[config.mk]
export PLATFORM = sky130hd
export DESIGN_NAME = kmf_cell
export DESIGN_NICKNAME = d
export VERILOG_FILES = /design/src/sv/kmf_pkg.sv /design/src/sv/kmf_cell.sv
export SDC_FILE = /design/constraint.sdc
export NUM_CORES = 1
export LEC_CHECK = 0
export BUFFER_PORTS_ARGS = -buffer_cell sky130_fd_sc_hd__buf_2
export CORE_AREA = 4 4 307 309
export CTS_CLUSTER_DIAMETER = 60
export CTS_CLUSTER_SIZE = 10
export DETAILED_ROUTE_END_ITERATION = 8
export DIE_AREA = 0 0 311 313
export GPL_TIMING_DRIVEN = 0
export SYNTH_ARGS = -nofsm -noshare
export SYNTH_HDL_FRONTEND = slang
export SYNTH_SLANG_ARGS = --single-unit
[constraint.sdc]
create_clock -name clk -period 3 [get_ports clk]
set_clock_uncertainty 0.15 [all_clocks]
set_input_delay 0.3 -clock clk [delete_from_list [all_inputs] [get_ports clk]]
set_output_delay 0.3 -clock clk [all_outputs]
set_load 0.02 [all_outputs]
[src/sv/kmf_pkg.sv]
`timescale 1ns / 1ps
`default_nettype none
// ---------------------------------------------------------------------------
// kmf_pkg
// Shared types, codes and helpers of the k-way merge with duplicate folding.
// ---------------------------------------------------------------------------
package kmf_pkg;

	localparam int KMF_MAX_LANES = 16;
	localparam int KEY_W         = 256;
	localparam int LANE_W        = 4;
	localparam int LANE_CNT_W    = 7;
	localparam int TIP_W         = 32;

	typedef logic [KEY_W-1:0] key_t;

	typedef enum logic [1:0] {
		ST_AWAIT = 2'd0,
		ST_HOLD  = 2'd1,
		ST_EXH   = 2'd2
	} lane_st_t;

	typedef enum logic {
		REG_LANES = 1'b0,
		REG_TIPS  = 1'b1
	} reg_idx_t;

	typedef enum logic [4:0] {
		S_IDLE    = 5'b00001,
		S_CHECK   = 5'b00010,
		S_SCAN    = 5'b00100,
		S_RESOLVE = 5'b01000,
		S_OUT     = 5'b10000
	} state_t;

	typedef struct packed {
		logic              valid;
		key_t              key;
		logic [1:0]        flags;
		logic [LANE_W-1:0] lane;
	} cand_t;

	typedef struct packed {
		logic       wr_en;
		logic       wr_exh;
		key_t       wr_key;
		logic [1:0] wr_flags;
		logic       clr;
		logic       enable;
	} cell_ctl_t;

	function automatic logic key_less(input key_t a, input key_t b);
		key_less = a < b;
	endfunction

endpackage
`default_nettype wire

[src/sv/kmf_cell.sv]
`timescale 1ns / 1ps
`default_nettype none
// ---------------------------------------------------------------------------
// kmf_cell
// One lane cell: holds the lane head and status and passes the smaller of
// its own head and the incoming candidate to the next cell.
// ---------------------------------------------------------------------------
module kmf_cell
	import kmf_pkg::*;
#(
	parameter int LANE_ID = 0
) (
	input  wire         clk,
	input  wire         arst_n,
	input  wire cell_ctl_t ctl,
	input  wire cand_t  cand_in,
	output cand_t       cand_out,
	output lane_st_t    status
);

	key_t       head_key_q;
	logic [1:0] head_flags_q;
	lane_st_t   status_q;
	cand_t      cand_q;
	cand_t      own;
	cand_t      pick;

	always_ff @(posedge clk) begin
		if (ctl.wr_en && !ctl.wr_exh) begin
			head_key_q   <= ctl.wr_key;
			head_flags_q <= ctl.wr_flags;
		end
	end

	always_ff @(posedge clk or negedge arst_n) begin
		if (!arst_n) begin
			status_q <= ST_AWAIT;
		end else if (ctl.clr) begin
			status_q <= ST_AWAIT;
		end else if (ctl.wr_en) begin
			status_q <= ctl.wr_exh ? ST_EXH : ST_HOLD;
		end
	end

	always_comb begin
		own.valid = 1'b1;
		own.key   = head_key_q;
		own.flags = head_flags_q;
		own.lane  = LANE_W'(LANE_ID);
		if (!(ctl.enable && status_q == ST_HOLD)) begin
			pick = cand_in;
		end else if (!cand_in.valid || key_less(head_key_q, cand_in.key)) begin
			pick = own;
		end else begin
			pick = cand_in;
		end
	end

	always_ff @(posedge clk or negedge arst_n) begin
		if (!arst_n) begin
			cand_q <= '0;
		end else begin
			cand_q <= pick;
		end
	end

	assign cand_out = cand_q;
	assign status   = status_q;

endmodule
`default_nettype wire

==> Word level (Yosys, flattened, before mapping) <==
Index checks and enable logic that the tools add are counted.
{ "classes": {"addsub": 0, "mul": 0, "div": 0, "magnitude_cmp": 1, "eq_ne": 1, "n_shift": 0, "muxes": 5, "bitwise_logic": 0, "reduce_logical": 6} }
{ "op_table": {"columns": ["operator", "n"], "rows": [
  ["263-bit 2-to-1 mux", 2],
  ["256-bit less-than comparator", 1],
  ["2-bit 2-to-1 mux", 3],
  ["2-bit by 1-bit == test with 1-bit output (second input constant)", 1],
  ["1-bit logical AND", 2],
  ["1-bit zero test", 2],
  ["2-bit nonzero test", 1],
  ["1-bit logical OR", 1]
]} }
{ "word_totals": {"regBits": 523, "latch_bits": 0, "ramBits": 0, "rom_bits": 0, "inputBits": 527, "wordCells": 20, "memories": 0} }

==> Depth between registers and ports, before layout <==
Gate-level depths: netlist of run 1.
{ "logic_depth": {"depth_word": 4, "ltp_mapped": 14, "ltp_nobuf": 11} }

==> Worst setup path after synthesis of run 1 <==
No wires, ideal clock.
{ "synth_path": {"path_kind": "input-to-reg", "startpoint": "in ctl[260] (netlist bit)", "endpoint": "reg head_flags_q[0], enable pin", "setup_time_ns": 0.917, "arrival_ns": 11.707, "required_ns": 1.933, "slack_ns": -9.774, "path_stages": 1, "path_buffers": 0, "cell_sequence": "nor2b_1"} }
{ "synth_via": {"elab_chain_cells": 2} }
{ "synth_lines": {"columns": ["item", "line_no", "text"], "rows": [
  ["from (decl)", "kmf_cell.sv:15", "input wire cell_ctl_t ctl,"],
  ["1-bit zero test", "kmf_cell.sv:29", "if (ctl.wr_en && !ctl.wr_exh) begin"],
  ["1-bit logical AND", "kmf_cell.sv:29", null],
  ["to (signal assigned)", "kmf_cell.sv:31", "head_flags_q <= ctl.wr_flags;"],
  ["to (decl)", "kmf_cell.sv:22", "logic [1:0] head_flags_q;"]
]} }
No other way between the ends.
A chain may end at the register's enable or synchronous reset.

==> impl_results.md, run 1 <==
* Final number of hold-violating endpoints at 0
* CTS H-Tree Depth at 3
* R2R cell count at 14
* Critical path peak fanout at 8
* Syn Inst Count at 1746
* R2R setup slack at -1090 ps
* Failing checks: setup timing
* Critical path's slowest cell: or4b_4
* Top post-synthesis cells by count: dfrtp_1, edfxtp_1, inv_1
* Clk buf depth at 3
* Top-area cell type share of the netlist area at 0.311
* Final Power at 20.2 mW
* Hold_ws at 163 ps
* Top post-synthesis cells by area: edfxtp_1, dfrtp_1, ha_1
* Crit end category: register
* Post-synth EDFFs at approximately 260
* RSZ-0062 raised after global routing: true
* Hpwl dp at 67400 µm
* Total Routing Usage GR at 0.180
* Slew Viols, Final at 0
* Largest net degree at the start of global routing at 92
* Die Height at 313 µm
* Port Buffers at about 790
* Die area at between 90000 and 100000 µm²
* RePlAce Congestion at 0.877
* Worst hold path class: primary input to async pin
* Pre-Repair DR Iteration Count at 5
* Num rows at 111
* Final Setup Violations at 262
* Result of the run: finished with violations
* Vias in the first global route at 21600
* Share of synthesized registers carrying an async set or reset at 0.507
* Fin crit share at 1.36
* Top FF cell, synth: dfrtp_1
* Most common cell in the netlist: dfrtp_1
* Worst EP required at 3330 ps
* Clk slew on worst S/H paths at 60 ps
* Worst-margin pin slew at 753 ps
* Yosys reg bits at 523
* Crit Reg-Reg Endpoint: cand_out[56]
* Critical-path cell list: ha_4 -> a211oi_2 -> nor2_2 -> a2111oi_4 -> nor4_2 -> or4b_4 -> o41ai_4 -> a31oi_4 -> a211oi_2 -> buf_12 -> buf_6 -> buf_12 -> clkbuf_16 -> mux2_4
* Starting Density at 0.273
* Critical path class: register to register
* Maximum VDD drop at 0.389 mV
* Net Count, Synth at 2528
* IO Pins at approximately 790
* # Max-Cap Violations at 0
* Rel. slew slack at 0.498
* Wire length per cell at 20.7 µm
* CP top delay family: compound AO/OA/AOI/OAI gates
* Cell accounting for the most synthesized area: edfxtp_1
* CTS Sinks at 523
* Initial antenna violation count at 36
* CP Launch Type: register
* Leakage at 18.5 nW
* Reg-to-reg startpoint: head_key_q[203]
* Fmax at 245 MHz
* Core area at 91400 µm²
* Syn Area/Cell at 14.3 µm²
* NumNets Final at 3960
* Crit path DAT at 4420 ps
* DRC at 0
* Mapped cell area at about 25000 µm²
* Via Count at 19600
* Die X at 311 µm
* CTS root buf: clkbuf_16
* CTS Buf Count at 71
* Final Worst Setup Slack at -1090 ps
* YS warnings at 0
* Share of cells above drive strength 1 at 0.387
* Power Dens Cells at 513 nW/µm²
* Sequential share of the synthesized area at 0.577
* Setup TNS at -268420 ps
* Worst path max stage delay at roughly 520 ps
* Synth cell types at 58
* Layout area overhead at 58.1%
* Routed WL at slightly above 90000 µm
* Grt total ovfl at 0
* Clock Latency Late Sink at 610 ps
* DRT iter0 DRCs at 943
* First-pass GRT wire length at 133000 µm
* Pre-CTS setup slack at -1990 ps
* CTS tree: yes
* WP buf/inv at 4
* Post-DR vias/cell at 4.43
* Final min period at 4090 ps
* Final ANT Viol Nets at 0
sequential cells by signal (all words and copies together), names as in the netlist:
signal and count:
cand_out 263, head_flags_q 2, head_key_q 256, status 2
routing by layer:
metal | vias up | share of wire | global-route usage
li1 | 9181 | - | -
met1 | 9521 | 0.38 | 0.194
met2 | 708 | 0.51 | 0.328
met3 | 184 | 0.082 | 0.0655
met4 | 26 | 0.028 | 0.0591
met5 | - | 0.0019 | 0
report_power, final:
| part | total [mW] | internal [mW] | switching (mW) |
|---|---|---|---|
| combinational | 3.85 | 1.97 | 1.89 |
| sequential | 8.36 | 8.12 | 0.241 |
| clock | 8.01 | 4.71 | 3.30 |
| total | 20.2 | 14.8 | 5.42 |
layout make-up:
class,count,area (µm²)
tap,1186,1480
sequential,523,14400
antenna,11,27.5
clock buffer,108,1990
inverter,257,965
multi-input combinational,937,9690
buffer,26,538
clock inverter,21,214
timing repair buffer,1362,10100
fill,8317,52000
per-stage QoR:
stage | cell area (µm²) | utilization | instances
final | 39400 | 0.431 | 4431
after floorplan | 25400 | - | 1746
after detailed placement | 31100 | 0.340 | 3735
after global placement | 30800 | 0.337 | 3723
after CTS | 38900 | 0.426 | 4403
after global routing | 39400 | 0.431 | 4429
worst max-delay path by stage:
stage | slack [ps] | startpoint | end | cells past startpoint
detailed placement | -1990 | cand_in[61] | cand_out[146] | 15
global route | -1220 | head_key_q[167] | cand_out[61] | 13
CTS | -1440 | head_key_q[203] | cand_out[111] | 14
floorplan | -1740 | ctl[261] | head_flags_q[0] | 1
global placement | -4430 | arst_n | cand_out[93] | 1
finish | -1090 | head_key_q[203] | cand_out[56] | 14
logic make-up (layout without fill, tap and decap cells):
group                      count (synthesis)  in the layout  share of synthesized area
DFF                                      523            523                      0.577
buffers and inverters                    286           1774                     0.0558
muxes                                    259            259                      0.143
adders and majority gates                255            255                      0.128
and+or+nand+nor                          220            220                     0.0455
AOI/OAI and AO/OA                        203            203                     0.0507
other                                      0             11                          0
timing repair:
item / in CTS / in global routing
resized for setup: 24 / 34
pin swaps: 8 / 11
hold endpoints to repair: 626 / 0
endpoints found under the setup margin: 262 / 262
gates cloned: 5 / 12
hold buffers: 528 / 0
buffers inserted: 8 / 10
cell usage in the layout (no fill, tap or decap), drive strengths merged, types with 2 or more instances in the layout:
cell           n
a21oi         88
clkinvlp       3
nor2          31
buf          848
o21ai         42
a211oi        20
clkinv         5
a21o          15
o21a           3
inv          269
a2111oi        3
nor2b          8
dlygate4sd3  528
nand3         28
nor3          10
a221o          4
nand4         39
clkbuf       120
a221oi         7
nor4          13
and3           3
ha           255
nand2b         8
dfrtp        265
a22oi          2
nand2         69
and4           5
edfxtp       258
mux2         258
a31oi          2
diode         11
o211ai         4
worst reg2reg max path, delay by kind of cell, from the launching register on:
family                     cells  cell delay, ps
AOI/OAI and AO/OA              5            1470
adders and majority gates      1             250
buffers and inverters          4             670
DFF                            1             430
muxes                          1             290
and+or+nand+nor                3             700
No activity file was read; power rests on OpenSTA's default activity.
==> inputs of run 2 (changes only) <==
Clock period 3 ns to 4.8 ns, I/O delays scaled along.
==> run 2 against run 1 <==
Against the previous run:
- the run now ends clean
- core utilization shrank 1.6 points
- largest cell class unchanged
- clock power decreased by 39%
- worst hold slack lost 97 ps
- wire length down 5.9%
- largest power group unchanged
- non-clock buffer count is 32 lower
- sequential share of layout area grew 1.4 points
- final cell count is 1.1% lower
- via count down 2.1%
- setup slack improved by 1300 ps
==> impl_results.md, run 2 (synthesis results as in run 1) <==
* Result of the run: complete, no violations
* # Max-Cap Violations at 0 (unchanged)
* Hpwl dp at 64500 µm (-4.3%)
* Slew Viols, Final at 0 (unchanged)
* RePlAce Congestion at 0.885 (+1.0%)
* Fin crit share at 0.948
* Die X at 311 µm (unchanged)
* Via Count at 19200 (-2.1%)
* Total Routing Usage GR at 0.173 (-0.00720)
* NumNets Final at 3925 (-0.88%)
* Setup TNS at 0 ps (+268420 ps)
* CTS tree: yes
* Post-DR vias/cell at 4.38 (-1.0%)
* Final ANT Viol Nets at 0 (unchanged)
* Layout area overhead at 52.4%
* Initial antenna violation count at 10 (-72%)
* Port Buffers at 791 (unchanged)
* Power Dens Cells at 324 nW/µm² (-37%)
* DRC at 0 (unchanged)
* CTS H-Tree Depth at 3 (unchanged)
* Final Power at 12.3 mW (-39%)
* Final min period at ~4600 ps
* CTS Buf Count at 68 (-4.2%)
* Leakage at 17.8 nW (-3.7%)
* Wire length per cell at 19.7 µm (-4.9%)
* Clock Latency Late Sink at 620 ps (about the same)
* Starting Density at 0.273 (unchanged)
* Critical path peak fanout at 10 (+2)
* Most common cell after layout, fill and taps aside: buf_2
* Largest net degree at the start of global routing at 101 (+9.8%)
* Commonest non-fill, non-tap cells in the layout: buf_2, dlygate4sd3_1, dfrtp_1
* FF+latch area at 14400 µm² (unchanged)
* Clk buf depth at 3 (unchanged)
* Grt total ovfl at 0 (unchanged)
* First-pass GRT wire length at 128000 µm (-3.1%)
* Vias in the first global route at 21300 (-1.3%)
* RSZ-0062 raised after global routing: false
* Rel. slew slack at 0.358 (-0.141)
* Clk slew on worst S/H paths at 60 ps (about the same)
* Share of cells above drive strength 1 at 0.373 (-0.0136)
* Num rows at 111 (unchanged)
* Die Height at 313 µm (unchanged)
* Final Setup Violations at 0 (-100%)
* Final number of hold-violating endpoints at 0 (unchanged)
* Critical path class: primary input to register
* Area of the multi-input gates at 9170 µm² (-5.3%)
* Pre-Repair DR Iteration Count at 5 (unchanged)
* Final core occ at 0.416 (-0.0156)
* CP Launch Type: primary input
* Max reg flops at 263 (unchanged)
* CTS Sinks at 523 (unchanged)
* DRT iter0 DRCs at 991 (+5.1%)
* Fillers at 8386 (+0.83%)
* CTS root buf: clkbuf_16
* Core area at 91400 µm² (unchanged)
* Crit end category: register
* Worst hold path class: primary input to register
* Routed WL at 86200 µm (-5.9%)
* Fmax at approximately 220 MHz
* Die area at 97300 µm² (unchanged)
* IO Pins at 792 (unchanged)
* Worst EP required at 5120 ps (+1790 ps)
* Worst-margin pin slew at 960 ps (+207 ps)
* Crit path DAT at 4880 ps (+460 ps)
* Final Worst Setup Slack at 247 ps (+1330 ps)
* Maximum VDD drop at 0.269 mV (-31%)
* Pre-CTS setup slack at -247 ps (+1740 ps)
run 2: per-layer routing:
layer | share of wire | routed length, µm | global-route usage | up-vias
met3 | 0.071 | 6130 | 0.0551 | 195
met4 | 0.041 | 3570 | 0.0700 | 10
met5 | 0.00078 | 67 | 0 | -
met2 | 0.51 | 44200 | 0.313 | 700
li1 | - | - | - | 9076
met1 | 0.37 | 32300 | 0.188 | 9232
run 2: stage by stage:
stage	cells	instance area (µm²)	hold WS (ps)
floorplan	1746	24900	34.4
global placement	3723	30400	313
detailed placement	3735	30700	323
CTS	4377	38000	1.24
global route	4380	38000	12.9
finish	4383	38000	65.2
run 2: repair_timing:
item                       in CTS  in global routing
buffers inserted                0                  0
hold buffers                  524                  0
hold endpoints to repair      598                  0
resized for setup               1                  0
setup endpoints to repair      90                  0
run 2: power breakdown:
group / leakage (nW) / switching, mW / internal, mW
Clock: 1.01 / 1.98 / 2.87
Combinational: 11.3 / 1.13 / 1.11
Sequential: 5.51 / 0.147 / 5.08
run 2: path summary, 6_finish.rpt:
check / start / endpoint / slack (ps) / cells past startpoint
worst max register to register: head_key_q[54] / cand_out[154] / 360 / 13
min in group asynchronous: arst_n / cand_out[214] / 350 / 2
max in group asynchronous: arst_n / cand_out[22] / 3040 / 3
worst min register to register: head_flags_q[1] / cand_out[5] / 340 / 1
worst min-delay path: cand_in[45] / cand_out[45] / 70 / 2
worst max-delay path: cand_in[60] / cand_out[154] / 250 / 16
run 2: worst max-delay path: stages:
cell           delay (ps)
dlygate4sd3_1         520
buf_2                 110
inv_1                  40
ha_1                  320
nand4_1               260
nor3_1                150
a221o_1               350
o31ai_1               480
o211ai_1              170
o21ai_1               560
a21oi_2               130
a211oi_2              240
buf_6                 270
buf_12                240
buf_12                180
mux2_4                330
run 2: cell type report:
| cell class | instances | share of cell area |
|---|---|---|
| plain buffers | 29 | 0.0113 |
| diodes | 6 | 0.000395 |
| well taps | 1186 | 0.0391 |
| clock buffers | 102 | 0.0503 |
| inverters | 257 | 0.0254 |
| repair buffers | 1327 | 0.249 |
| flip-flops and latches | 523 | 0.378 |
| multi-input cells | 937 | 0.241 |
| clock inverters | 16 | 0.00448 |
